### config.mk
export PLATFORM = sky130hd
export DESIGN_NAME = elevator_car_controller_top
export DESIGN_NICKNAME = d
export VERILOG_FILES = /design/src/sv/ecc_pkg.sv /design/src/sv/ecc_queue.sv /design/src/sv/ecc_car.sv /design/src/sv/elevator_car_controller_top.sv
export SDC_FILE = /design/constraint.sdc
export NUM_CORES = 1
export LEC_CHECK = 0
export BUFFER_PORTS_ARGS = -buffer_cell sky130_fd_sc_hd__buf_4
export CAP_MARGIN = 20
export CORE_MARGIN = 2
export CORE_UTILIZATION = 35
export DETAILED_ROUTE_END_ITERATION = 8
export GPL_TIMING_DRIVEN = 0
export HOLD_SLACK_MARGIN = 0.12
export SLEW_MARGIN = 20
export SYNTH_ARGS = -nofsm -noshare
export SYNTH_HDL_FRONTEND = slang
export SYNTH_SLANG_ARGS = --single-unit
### constraint.sdc
create_clock -name clock -period 18.4 [get_ports clock]
set_input_delay 1.84 -clock clock [delete_from_list [all_inputs] [get_ports clock]]
set_output_delay 1.84 -clock clock [all_outputs]
set_load 0.03 [all_outputs]
### src/sv/ecc_pkg.sv
// ecc_pkg: shared types, constants and helpers for the elevator car controller
// used by every module of the block; depends on nothing else

package ecc_pkg;

   // sizing
   localparam int QUEUE_DEPTH = 16;
   localparam int FLOOR_COUNT = 8;
   localparam int QUEUE_AW    = $clog2(QUEUE_DEPTH);
   localparam int QCNT_W      = QUEUE_AW + 1;
   localparam int FLOOR_W     = 3;
   localparam int HEIGHT_W    = 15;
   localparam int LAMP_W      = 8;
   localparam int PITCH_W     = 12;
   localparam int STEP_W      = 12;
   localparam int TICKS_W     = 16;
   localparam int DOOR_W      = 10;
   localparam int CMD_W       = 3;
   localparam int CSR_IDX_W   = 3;
   localparam int CSR_DATA_W  = 16;

   // configuration reset values
   localparam logic [PITCH_W-1:0] PITCH_RESET       = PITCH_W'(256);
   localparam logic [STEP_W-1:0]  TRAVEL_STEP_RESET = STEP_W'(4);
   localparam logic [TICKS_W-1:0] OPEN_TICKS_RESET  = TICKS_W'(300);
   localparam logic [DOOR_W-1:0]  DOOR_STEP_RESET   = DOOR_W'(2);
   localparam logic [DOOR_W-1:0]  DOOR_TRAVEL_RESET = DOOR_W'(64);

   // ground floor index after reset
   localparam logic [FLOOR_W-1:0] GROUND_FLOOR = FLOOR_W'(1);

   typedef enum logic [CMD_W-1:0] {
      CMD_TICK    = 3'd0,
      CMD_REQUEST = 3'd1,
      CMD_OPEN    = 3'd2,
      CMD_CLOSE   = 3'd3,
      CMD_STOP    = 3'd4
   } cmd_type;

   typedef enum logic [1:0] {
      MODE_IDLE    = 2'd0,
      MODE_MOVING  = 2'd1,
      MODE_OPEN    = 2'd2,
      MODE_STOPPED = 2'd3
   } mode_type;

   typedef enum logic [CSR_IDX_W-1:0] {
      CSR_FLOOR_PITCH = 3'd0,
      CSR_TRAVEL_STEP = 3'd1,
      CSR_OPEN_TICKS  = 3'd2,
      CSR_DOOR_STEP   = 3'd3,
      CSR_DOOR_TRAVEL = 3'd4
   } csr_index_type;

   typedef struct packed {
      logic [PITCH_W-1:0] floor_pitch;
      logic [STEP_W-1:0]  travel_step;
      logic [TICKS_W-1:0] door_open_ticks;
      logic [DOOR_W-1:0]  door_step;
      logic [DOOR_W-1:0]  door_travel;
   } cfg_type;

   typedef struct packed {
      logic [CMD_W-1:0]   command;
      logic [FLOOR_W-1:0] floor;
      logic               light_lamp;
   } item_type;

   typedef struct packed {
      mode_type            mode;
      logic [HEIGHT_W-1:0] height;
      logic [FLOOR_W-1:0]  reached;
      logic [FLOOR_W-1:0]  goal;
      logic                doors_open;
      logic                opening;
      logic                closing;
      logic                extended;
      logic [TICKS_W-1:0]  elapsed;
      logic [DOOR_W-1:0]   door_pos;
      logic [LAMP_W-1:0]   lamps;
   } car_state_type;

   typedef struct packed {
      logic               push;
      logic               pop;
      logic [FLOOR_W-1:0] push_floor;
   } queue_ctrl_type;

   typedef struct packed {
      logic [QCNT_W-1:0]  fill;
      logic [FLOOR_W-1:0] head_floor;
   } queue_stat_type;

   typedef struct packed {
      logic [HEIGHT_W-1:0] car_position;
      logic [FLOOR_W-1:0]  current_floor;
      logic [FLOOR_W-1:0]  target_floor;
      mode_type            mode;
      logic                doors_open_flag;
      logic [DOOR_W-1:0]   door_offset;
      logic [LAMP_W-1:0]   lamp_bits;
      logic                request_dropped;
      logic [QCNT_W-1:0]   queue_count;
   } rsp_type;

   // requested floors above the top floor go to the top floor
   function automatic logic [FLOOR_W-1:0] clamp_floor(input logic [FLOOR_W-1:0] fl);
      logic [FLOOR_W:0] top_floor;
      top_floor = (FLOOR_W+1)'(FLOOR_COUNT - 1);
      if ({1'b0, fl} > top_floor) begin
         return top_floor[FLOOR_W-1:0];
      end
      return fl;
   endfunction

endpackage

### src/sv/ecc_queue.sv
// ecc_queue: request queue storage with head pointer and fill count
// depends on ecc_pkg

module ecc_queue (
   input  logic                   clock,
   input  logic                   reset,
   input  ecc_pkg::queue_ctrl_type ctrl,
   output ecc_pkg::queue_stat_type stat
);

   logic [ecc_pkg::FLOOR_W-1:0]  slot_ff [ecc_pkg::QUEUE_DEPTH];
   logic [ecc_pkg::QUEUE_AW-1:0] head_ff, head_in;
   logic [ecc_pkg::QCNT_W-1:0]   fill_ff, fill_in;
   logic [ecc_pkg::QCNT_W-1:0]   slot_sum;
   logic [ecc_pkg::QUEUE_AW-1:0] wr_addr;

   // tail slot, wrapped past the end of the storage
   always_comb begin
      slot_sum = ecc_pkg::QCNT_W'(head_ff) + fill_ff;
      if (slot_sum >= ecc_pkg::QCNT_W'(ecc_pkg::QUEUE_DEPTH)) begin
         slot_sum = slot_sum - ecc_pkg::QCNT_W'(ecc_pkg::QUEUE_DEPTH);
      end
      wr_addr = slot_sum[ecc_pkg::QUEUE_AW-1:0];
   end

   always_comb begin
      head_in = head_ff;
      fill_in = fill_ff;
      if (ctrl.pop) begin
         if (head_ff == ecc_pkg::QUEUE_AW'(ecc_pkg::QUEUE_DEPTH - 1)) begin
            head_in = '0;
         end else begin
            head_in = head_ff + 1'b1;
         end
      end
      if (ctrl.push && !ctrl.pop) begin
         fill_in = fill_ff + 1'b1;
      end else if (ctrl.pop && !ctrl.push) begin
         fill_in = fill_ff - 1'b1;
      end
   end

   always_ff @(posedge clock) begin
      if (reset) begin
         head_ff <= '0;
         fill_ff <= '0;
      end else begin
         head_ff <= head_in;
         fill_ff <= fill_in;
      end
   end

   always_ff @(posedge clock) begin
      if (ctrl.push) begin
         slot_ff[wr_addr] <= ctrl.push_floor;
      end
   end

   assign stat.fill       = fill_ff;
   assign stat.head_floor = slot_ff[head_ff];

endmodule

### src/sv/ecc_car.sv
// ecc_car: car, door and lamp state with the per-transaction update logic
// depends on ecc_pkg; drives the request queue through ecc_pkg::queue_ctrl_type

module ecc_car (
   input  logic                    clock,
   input  logic                    reset,
   input  logic                    fire,
   input  ecc_pkg::item_type       item,
   input  ecc_pkg::cfg_type        cfg,
   input  ecc_pkg::queue_stat_type qstat,
   output ecc_pkg::queue_ctrl_type qctrl,
   output ecc_pkg::rsp_type        result
);

   ecc_pkg::car_state_type car_ff, car_in;

   logic                          push, pop, dropped;
   logic [ecc_pkg::FLOOR_W-1:0]   req_floor;
   logic [ecc_pkg::HEIGHT_W-1:0]  goal_h;
   logic [ecc_pkg::HEIGHT_W:0]    sum_up;
   logic [ecc_pkg::HEIGHT_W+1:0]  diff_dn;
   logic [ecc_pkg::HEIGHT_W-1:0]  moved_h;
   logic                          arrived;
   logic [ecc_pkg::DOOR_W:0]      door_sum;
   logic [ecc_pkg::QCNT_W-1:0]    fill_after;

   assign req_floor = ecc_pkg::clamp_floor(item.floor);

   always_comb begin
      car_in  = car_ff;
      push    = 1'b0;
      pop     = 1'b0;
      dropped = 1'b0;
      goal_h  = '0;
      sum_up  = '0;
      diff_dn = '0;
      moved_h = '0;
      arrived = 1'b0;
      door_sum = '0;
      case (ecc_pkg::cmd_type'(item.command))
         ecc_pkg::CMD_TICK: begin
            if (car_in.elapsed != '1) begin
               car_in.elapsed = car_in.elapsed + 1'b1;
            end
            // open period over
            if (car_in.mode == ecc_pkg::MODE_OPEN &&
                car_in.elapsed >= cfg.door_open_ticks) begin
               car_in.doors_open = 1'b0;
               car_in.mode       = ecc_pkg::MODE_IDLE;
               car_in.opening    = 1'b0;
               car_in.closing    = 1'b1;
            end
            // take the next request
            if (car_in.mode == ecc_pkg::MODE_IDLE && qstat.fill != '0) begin
               car_in.goal = qstat.head_floor;
               pop         = 1'b1;
               car_in.mode = ecc_pkg::MODE_MOVING;
            end
            // one travel step
            if (car_in.mode == ecc_pkg::MODE_MOVING) begin
               goal_h = ecc_pkg::HEIGHT_W'(car_in.goal) *
                        ecc_pkg::HEIGHT_W'(cfg.floor_pitch);
               if (goal_h > car_in.height) begin
                  sum_up  = {1'b0, car_in.height} +
                            (ecc_pkg::HEIGHT_W+1)'(cfg.travel_step);
                  arrived = sum_up >= {1'b0, goal_h};
                  moved_h = sum_up[ecc_pkg::HEIGHT_W-1:0];
               end else begin
                  diff_dn = {2'b00, car_in.height} -
                            (ecc_pkg::HEIGHT_W+2)'(cfg.travel_step);
                  arrived = diff_dn[ecc_pkg::HEIGHT_W+1] ||
                            (diff_dn <= {2'b00, goal_h});
                  moved_h = diff_dn[ecc_pkg::HEIGHT_W-1:0];
               end
               if (arrived) begin
                  car_in.height     = goal_h;
                  car_in.reached    = car_in.goal;
                  car_in.doors_open = 1'b1;
                  car_in.mode       = ecc_pkg::MODE_OPEN;
                  car_in.elapsed    = '0;
                  car_in.opening    = 1'b1;
                  car_in.closing    = 1'b0;
                  car_in.extended   = 1'b0;
                  car_in.lamps      = car_in.lamps &
                                      ~(ecc_pkg::LAMP_W'(1) << car_in.goal);
               end else begin
                  car_in.height = moved_h;
               end
            end
            // door animation
            if (car_in.opening) begin
               door_sum = {1'b0, car_in.door_pos} + {1'b0, cfg.door_step};
               if (door_sum >= {1'b0, cfg.door_travel}) begin
                  car_in.door_pos = cfg.door_travel;
                  car_in.opening  = 1'b0;
               end else begin
                  car_in.door_pos = door_sum[ecc_pkg::DOOR_W-1:0];
               end
            end
            if (car_in.closing) begin
               if (car_in.door_pos <= cfg.door_step) begin
                  car_in.door_pos = '0;
                  car_in.closing  = 1'b0;
                  car_in.extended = 1'b0;
               end else begin
                  car_in.door_pos = car_in.door_pos - cfg.door_step;
               end
            end
         end
         ecc_pkg::CMD_REQUEST: begin
            if (qstat.fill >= ecc_pkg::QCNT_W'(ecc_pkg::QUEUE_DEPTH)) begin
               dropped = 1'b1;
            end else begin
               push = 1'b1;
               if (item.light_lamp) begin
                  car_in.lamps = car_in.lamps | (ecc_pkg::LAMP_W'(1) << req_floor);
               end
            end
         end
         ecc_pkg::CMD_OPEN: begin
            if (!car_in.doors_open && car_in.mode == ecc_pkg::MODE_IDLE) begin
               car_in.doors_open = 1'b1;
               car_in.mode       = ecc_pkg::MODE_OPEN;
               car_in.elapsed    = '0;
               car_in.opening    = 1'b1;
               car_in.closing    = 1'b0;
               car_in.extended   = 1'b0;
            end else if (car_in.doors_open && !car_in.extended) begin
               car_in.elapsed  = '0;
               car_in.extended = 1'b1;
            end
         end
         ecc_pkg::CMD_CLOSE: begin
            if (car_in.doors_open) begin
               car_in.closing    = 1'b1;
               car_in.opening    = 1'b0;
               car_in.doors_open = 1'b0;
               car_in.elapsed    = cfg.door_open_ticks;
               car_in.extended   = 1'b0;
            end
         end
         ecc_pkg::CMD_STOP: begin
            car_in.mode = ecc_pkg::MODE_STOPPED;
         end
         default: begin
         end
      endcase
   end

   always_ff @(posedge clock) begin
      if (reset) begin
         car_ff.mode       <= ecc_pkg::MODE_IDLE;
         car_ff.height     <= '0;
         car_ff.reached    <= ecc_pkg::GROUND_FLOOR;
         car_ff.goal       <= ecc_pkg::GROUND_FLOOR;
         car_ff.doors_open <= 1'b0;
         car_ff.opening    <= 1'b0;
         car_ff.closing    <= 1'b0;
         car_ff.extended   <= 1'b0;
         car_ff.elapsed    <= '0;
         car_ff.door_pos   <= '0;
         car_ff.lamps      <= '0;
      end else if (fire) begin
         car_ff <= car_in;
      end
   end

   assign qctrl.push       = fire && push;
   assign qctrl.pop        = fire && pop;
   assign qctrl.push_floor = req_floor;

   always_comb begin
      fill_after = qstat.fill;
      if (push) begin
         fill_after = qstat.fill + 1'b1;
      end else if (pop) begin
         fill_after = qstat.fill - 1'b1;
      end
   end

   assign result.car_position    = car_in.height;
   assign result.current_floor   = car_in.reached;
   assign result.target_floor    = car_in.goal;
   assign result.mode            = car_in.mode;
   assign result.doors_open_flag = car_in.doors_open;
   assign result.door_offset     = car_in.door_pos;
   assign result.lamp_bits       = car_in.lamps;
   assign result.request_dropped = dropped;
   assign result.queue_count     = fill_after;

endmodule

### src/sv/elevator_car_controller_top.sv
// elevator_car_controller_top: top level of the single-car elevator controller
// depends on ecc_pkg, ecc_queue and ecc_car
//
// usage
//  - req channel: one transaction per command (tick, floor request, open,
//    close, stop) with req_floor and req_light_lamp as its operands
//  - rsp channel: exactly one transaction per req transaction, in order,
//    showing the car state after that command plus the dropped flag
//  - csr port: plain write port, index 0 floor pitch, 1 travel step,
//    2 door open ticks, 3 door step, 4 door travel; other indexes ignored;
//    write only while no transaction is in flight
//  - path: a req transaction goes into the input register, then the state
//    update lands in the result register, where rsp_valid rises
//  - throughput: one transaction per cycle while rsp_stall stays low, as the
//    state update between the input register and the result register is combinational
//  - receiver stall: the result register holds its transaction; the input
//    register still takes one more transaction, then req_stall rises
//  - reset: synchronous, car idle at the ground floor with doors shut,
//    queue empty, lamps dark, configuration back to its defaults

module elevator_car_controller_top (
   input  logic                             clock,
   input  logic                             reset,
   // request channel
   input  logic                             req_valid,
   output logic                             req_stall,
   input  logic [ecc_pkg::CMD_W-1:0]        req_command,
   input  logic [ecc_pkg::FLOOR_W-1:0]      req_floor,
   input  logic                             req_light_lamp,
   // response channel
   output logic                             rsp_valid,
   input  logic                             rsp_stall,
   output logic [ecc_pkg::HEIGHT_W-1:0]     rsp_car_position,
   output logic [ecc_pkg::FLOOR_W-1:0]      rsp_current_floor,
   output logic [ecc_pkg::FLOOR_W-1:0]      rsp_target_floor,
   output logic [1:0]                       rsp_mode,
   output logic                             rsp_doors_open_flag,
   output logic [ecc_pkg::DOOR_W-1:0]       rsp_door_offset,
   output logic [ecc_pkg::LAMP_W-1:0]       rsp_lamp_bits,
   output logic                             rsp_request_dropped,
   output logic [ecc_pkg::QCNT_W-1:0]       rsp_queue_count,
   // configuration
   input  logic                             csr_write_en,
   input  logic [ecc_pkg::CSR_IDX_W-1:0]    csr_index,
   input  logic [ecc_pkg::CSR_DATA_W-1:0]   csr_write_data
);

   ecc_pkg::cfg_type        cfg_ff;
   ecc_pkg::item_type       item_ff;
   logic                    item_valid_ff;
   ecc_pkg::rsp_type        rsp_ff;
   ecc_pkg::rsp_type        rsp_in;
   logic                    rsp_valid_ff;
   logic                    advance;
   logic                    fire;
   logic                    take_req;
   ecc_pkg::queue_ctrl_type qctrl;
   ecc_pkg::queue_stat_type qstat;

   // result register free or being emptied this cycle
   assign advance  = !rsp_valid_ff || !rsp_stall;
   // the buffered transaction is processed and moved on
   assign fire     = item_valid_ff && advance;
   assign req_stall = item_valid_ff && !advance;
   assign take_req = req_valid && !req_stall;

   // configuration registers
   always_ff @(posedge clock) begin
      if (reset) begin
         cfg_ff.floor_pitch     <= ecc_pkg::PITCH_RESET;
         cfg_ff.travel_step     <= ecc_pkg::TRAVEL_STEP_RESET;
         cfg_ff.door_open_ticks <= ecc_pkg::OPEN_TICKS_RESET;
         cfg_ff.door_step       <= ecc_pkg::DOOR_STEP_RESET;
         cfg_ff.door_travel     <= ecc_pkg::DOOR_TRAVEL_RESET;
      end else if (csr_write_en) begin
         case (csr_index)
            ecc_pkg::CSR_FLOOR_PITCH:
               cfg_ff.floor_pitch <= csr_write_data[ecc_pkg::PITCH_W-1:0];
            ecc_pkg::CSR_TRAVEL_STEP:
               cfg_ff.travel_step <= csr_write_data[ecc_pkg::STEP_W-1:0];
            ecc_pkg::CSR_OPEN_TICKS:
               cfg_ff.door_open_ticks <= csr_write_data[ecc_pkg::TICKS_W-1:0];
            ecc_pkg::CSR_DOOR_STEP:
               cfg_ff.door_step <= csr_write_data[ecc_pkg::DOOR_W-1:0];
            ecc_pkg::CSR_DOOR_TRAVEL:
               cfg_ff.door_travel <= csr_write_data[ecc_pkg::DOOR_W-1:0];
            default: begin
            end
         endcase
      end
   end

   // input register
   always_ff @(posedge clock) begin
      if (reset) begin
         item_valid_ff <= 1'b0;
      end else if (take_req) begin
         item_valid_ff <= 1'b1;
      end else if (fire) begin
         item_valid_ff <= 1'b0;
      end
   end

   always_ff @(posedge clock) begin
      if (take_req) begin
         item_ff.command    <= req_command;
         item_ff.floor      <= req_floor;
         item_ff.light_lamp <= req_light_lamp;
      end
   end

   ecc_queue u_queue (
      .clock (clock),
      .reset (reset),
      .ctrl  (qctrl),
      .stat  (qstat)
   );

   ecc_car u_car (
      .clock  (clock),
      .reset  (reset),
      .fire   (fire),
      .item   (item_ff),
      .cfg    (cfg_ff),
      .qstat  (qstat),
      .qctrl  (qctrl),
      .result (rsp_in)
   );

   // result register, holds while stalled
   always_ff @(posedge clock) begin
      if (reset) begin
         rsp_valid_ff <= 1'b0;
      end else if (advance) begin
         rsp_valid_ff <= item_valid_ff;
      end
   end

   always_ff @(posedge clock) begin
      if (fire) begin
         rsp_ff <= rsp_in;
      end
   end

   assign rsp_valid           = rsp_valid_ff;
   assign rsp_car_position    = rsp_ff.car_position;
   assign rsp_current_floor   = rsp_ff.current_floor;
   assign rsp_target_floor    = rsp_ff.target_floor;
   assign rsp_mode            = rsp_ff.mode;
   assign rsp_doors_open_flag = rsp_ff.doors_open_flag;
   assign rsp_door_offset     = rsp_ff.door_offset;
   assign rsp_lamp_bits       = rsp_ff.lamp_bits;
   assign rsp_request_dropped = rsp_ff.request_dropped;
   assign rsp_queue_count     = rsp_ff.queue_count;

endmodule

Word level (Yosys, flattened, before mapping). Memory sizes are Yosys's and may differ from the RTL's. A register that Yosys moved wholly into a read port is not among the register bits. Cells that the tools add are included.

Register bits: 187. Latch bits: 0. RAM bits: 48. ROM bits: 0. Logic and storage cells: 168. Memories: 1.

$add $sub $neg: 10. Multiply operators: 1. Div/mod/pow operators: 0. Magnitude comparators: 8. Equal/unequal tests: 15. Shifts and indexed selects: 2. Mux-type cells: 60. Bitwise operators: 3. Reduce and logical (&&, ||, !) cells: 36.

Memory list: u_queue.slot_ff (depth 16, width 3, read ports 1, clocked after Yosys merged registers in 1, wr ports 1, line ecc_queue.sv:11) `logic [ecc_pkg::FLOOR_W-1:0] slot_ff [ecc_pkg::QUEUE_DEPTH];`.

Operators with widths (count): $mux W20 (4); $mux W10 (6); $pmux W20 S3 (1); $mux W17 (2); $mux W16 (2); $mux W8 (4); $mux W15 (2); $mux W21 (1); $mux W5 (4); $mux W19 (1); $le A17 B15 Y1 (1); $add A15 B12 Y16 (1); $add A16 B1 Y16 const B (1); $ge A16 B15 Y1 (1); $ge A16 B16 Y1 (1); $mux W2 (8); $mux W4 (4); $ne A16 B16 Y1 const B (1); $pmux W8 S2 (1); $shl A1 B3 Y8 const A (2); $sub A15 B12 Y16 (1); $gt A15 B15 Y1 (1); $mul A3 B12 Y15 (1); $mux W3 (5); 33 further kinds (79).

Longest topological paths before layout.
Word-level depth: 26. Depth in mapped cells: 54. Depth with buffers taken out: 51.

Cells and area by module. A second synthesis with hierarchy kept.

Cells, all modules: 1723. Area, all modules: 16369.4 µm².

Modules (own cells, without submodules): ecc_car (times used 1, cells each 1259, area each 9535.4 µm², sequential area each 1221.2 µm²); elevator_car_controller_top (times used 1, cells each 290, area each 4159.0 µm², sequential area each 2892.8 µm²); ecc_queue (times used 1, cells each 174, area each 2675.1 µm², sequential area each 1701.6 µm²).

Worst setup path before layout. OpenSTA, ideal clock, no wires.

Path type: register to register. From: register u_car.car_ff[21] (netlist bit). To: register rsp_ff, in the netlist rsp_door_offset[9], data pin. Setup time: 0.153 ns. Arrival: 10.779 ns. Path slack: 7.469 ns. Stages on the path, launching flop included: 53. Buffers on the path: 3. Cells stage by stage: dfxtp_1 clkbuf_1 and4_1 nand4_1 nor2_1 nand3_1 nor3_1 nor2_1 nand2_1 xnor2_1 ha_1 a2111oi_0 nand2_1 a31oi_1 o21ai_0 o221ai_1 mux2_2 buf_1 [17 not listed] o2111ai_1 o22a_4 nand2_1 buf_2 a21oi_1 a21o_1 fa_1 inv_1 a21oi_1 o21bai_1 a221oi_1 o21ai_0 o211ai_1 a41oi_1 nor2b_1 a32o_1 o2bb2a_1 o21ai_0.

RTL lines: from (decl) (line ecc_car.sv:15) `ecc_pkg::car_state_type car_ff, car_in;`; from (signal assigned) (line ecc_car.sv:164) `car_ff <= car_in;`; to (signal assigned) (line elevator_car_controller_top.sv:141) `rsp_ff <= rsp_in;`; to (decl) (line elevator_car_controller_top.sv:51) `ecc_pkg::rsp_type rsp_ff;`.

==> reports/results.ini <==
[routing]
num_vias = 13282
via_per_inst = 5.349
wl_per_cell_um = 18.63
route.detailed.drc = 0
postRouteAntennaNets = 0
drt_iter0_drc = 984
dr.pass1.iters = 5
wl_mm = 46.25

[synthesis]
synth_cell_types = 87
yosysSeqAreaShare = 0.3744
ys_warn_count = 0
synth_area_leader_cell = edfxtp_1
ys.flop_type = dfxtp_1
yosys.area.top_type_share = 0.1991
synth_cells = 1755
syn-cell-area_um2 = 15530
synth_edf_count = 103
syn_nets = 1933
async_flop_share = 0
avgSynthCellArea_um2 = 8.850
synthTopCellsByArea = edfxtp_1, dfxtp_1, ha_1
ys_ff_latch = 239

[clock_network]
cts_setup_buffers = 0
clockBufferDepth = 3
cts.clk_slew.worst_paths_ps = 60
htree_num_levels = 1
cts_root_buf = clkbuf_16
ctsHoldBuffers = 0
clk_latency_ps = 570
cts_made_buffers = 29
cts.sinks = 239
cts_tree = yes
ctsResizeCount = 0

[sta]
period_minus_slack_ps = 14430
max_slew_margin = 0.2138
clock_skew_ps = 18.70
rsz0062_at_grt = false
setup_viol = 0
hold_viol_final = 0
finalCritPeriodShare = 0.7842
timing.final.max_slew_violations = 0
max_freq_mhz = 69.30
fin_setup_tns_ps = 0
worst_pin_slew_ps = 1170

[placement]
dpl.cell_count = 2429
gp_congestion = 0.9086
io_buffers = 80
hpwl_mm = 35.88

[hold_path]
min-delay-start = cfg_ff[29]
whs_path_depth = 2
min_to = cfg_ff[29]
min_path_type = register to register

[setup_path]
worst-r2r-setup-slack_ps = 3970
crit_path_frequent_cell = o21ai_0
cpPeakStageDelay_ps = 670
startpoint_type = register
r2r_start = u_car.car_ff[21]
crit_type = register to register
critPathSlowestCell = o21ai_0
critPathRequiredTime_ps = 18720
cp-end-kind = register
critPathMaxFanout = 10
ff2ff_path_depth = 52
cp.arrival_ps = 14750
crit-reg2reg-capture = rsp_door_offset[9]

[global_routing]
grt_max_degree = 31
grt_usage = 0.1966
antenna_found_initial = 1
grt_overflow_total = 0
first_global_vias = 12883
grt_pass1_wl_mm = 72.05

[cells_and_area]
final_nets = 2046
fillers = 4412
areaGrowthSynthToFinish_pct = 14.94
layout.cells.non_filler = 2483
layout-drive-gt1-share = 0.09894

[floorplan]
die-area_um2 = 46080
die_w_um = 214.7
start_util = 0.3528
ios = 81
die_h_um = 214.7
rows = 77
core_um2 = 44030

[run_status]
status = complete, no violations

[flow_run]
max_cap_violations = 0

[power]
irDropWorstVdd_mv = 0.06843
p_leak_nw = 6.950
p_per_area_nw_per_um2 = 79.72

==> cell families (layout without fill, tap and decap cells) <==
kind of cell             after synthesis  in the layout  share of synthesized area
multiplexers                          61             61                    0.05244
XOR/XNOR                              71             71                    0.04004
adder cells (fa/ha/maj)              148            148                     0.1268
buffers and inverters                203            338                    0.05269
other                                  0              1                          0
AND/OR/NAND/NOR                      575            575                     0.1640
flip-flops                           239            239                     0.3744
AO/OA/AOI/OAI                        458            458                     0.1896
==> metal layers <==
metal  share of wire  global-route usage  routed length, um  vias to the layer above
met2            0.46              0.3289              21460                      334
li1                -                   -                  -                     6512
met3           0.050             0.03050               2290                       73
met4           0.023             0.05231               1062                        0
met1            0.46              0.2644              21440                     6363
met5               0                   0                  0                        -
==> registers in the layout, summed over array words and instances, names as in the netlist, named ones only <==
name                 cells
rsp_valid                1
rsp_lamp_bits            8
rsp_target_floor         3
u_queue.slot_ff         48
rsp_current_floor        3
item_valid_ff            1
u_queue.head_ff          4
rsp_queue_count          5
u_car.car_ff            61
item_ff                  7
rsp_doors_open_flag      1
cfg_ff                  60
u_queue.fill_ff          5
rsp_mode                 2
rsp_request_dropped      1
rsp_door_offset         10
rsp_car_position        15
==> cell usage in the layout, fill, tap and decap left out, types with 14 or more instances in the layout <==
master     instances
a221oi_1          18
a21oi_1          157
mux4_2            15
o21ai_0           88
clkbuf_1          63
nor2_1           133
a31oi_1           16
xor2_1            18
nand2_1          270
nor2b_1           14
dfxtp_1          136
inv_1            126
xnor2_1           53
a21o_1            21
a211oi_1          27
nand4_1           18
o21ai_1           14
nand3_1           39
ha_1             131
fa_1              16
edfxtp_1         103
clkbuf_16         29
o211ai_1          15
nor3_1            19
mux2i_1           36
buf_4             83
==> how the worst max path moves through the flow <==
stage,depth (start not counted),slack (ps),start,to
final,52,3970,u_car.car_ff[21],rsp_door_offset[9]
after global placement,52,4090,u_car.car_ff[21],rsp_door_offset[9]
after global routing,52,2950,u_car.car_ff[21],rsp_door_offset[9]
after detailed placement,52,4070,u_car.car_ff[21],rsp_door_offset[9]
after CTS,52,3980,u_car.car_ff[21],rsp_door_offset[9]
after floorplan,52,7470,u_car.car_ff[21],rsp_door_offset[9]
==> report_power, final <==
part / total (W) / leakage, nW / internal, W / switching, W
combinational: 0.000277 / 4.45 / 0.000102 / 0.000176
sequential: 0.000577 / 2.05 / 0.000565 / 0.0000113
clock: 0.000569 / 0.453 / 0.000339 / 0.000230
total: 0.00142 / 6.95 / 0.00101 / 0.000417
==> metrics by stage <==
| stage | hold slack (ps) | util | power, W | worst slack [ps] | cell area, um2 |
|---|---|---|---|---|---|
| after global routing | 499.4 | 0.4055 | 0.001484 | 2953 | 17850 |
| after global placement | 457.8 | 0.3832 | 0.0008588 | 4092 | 16870 |
| after CTS | 477.3 | 0.4054 | 0.001434 | 3983 | 17850 |
| after floorplan | 446.1 | - | 0.0007754 | 7469 | 15530 |
| after detailed placement | 469.2 | 0.3842 | 0.0008617 | 4067 | 16920 |
| final | 476.7 | 0.4055 | 0.001423 | 3970 | 17850 |
==> Yosys cell counts, types with 13 or more instances <==
cell and instances:
nand2_1 270, a21oi_1 157, dfxtp_1 136, nor2_1 133
ha_1 131, inv_1 126, edfxtp_1 103, o21ai_0 88
clkbuf_1 55, xnor2_1 53, nand3_1 39, mux2i_1 36
a211oi_1 27, a21o_1 21, nor3_1 20, a221oi_1 18
nand4_1 18, xor2_1 18, a31oi_1 16, fa_1 16
mux4_2 15, o211ai_1 15, nor2b_1 14, o21ai_1 14
and3_1 13, nand2b_1 13
==> critical path, delay by kind of cell (launching register included) <==
kind	cells	cell delay, ps
flip-flops	1	300
AND/OR/NAND/NOR	15	3430
XOR/XNOR	1	150
adder cells (fa/ha/maj)	6	1960
AO/OA/AOI/OAI	22	6350
multiplexers	2	830
buffers and inverters	6	1120
==> area by class of cell <==
type / count / area, um2 / share of cell area
diodes: 1 / 2.502 / 0.0001402
plain buffers: 74 / 337.8 / 0.01892
clock buffers: 40 / 787.0 / 0.04408
clock inverters: 13 / 147.6 / 0.008270
inverters: 129 / 484.2 / 0.02712
multi-input cells: 1313 / 8909 / 0.4990
flip-flops and latches: 239 / 5816 / 0.3258
well taps: 592 / 740.7 / 0.04149
repair buffers: 82 / 628.1 / 0.03518
(Power assumes the default switching activity.)
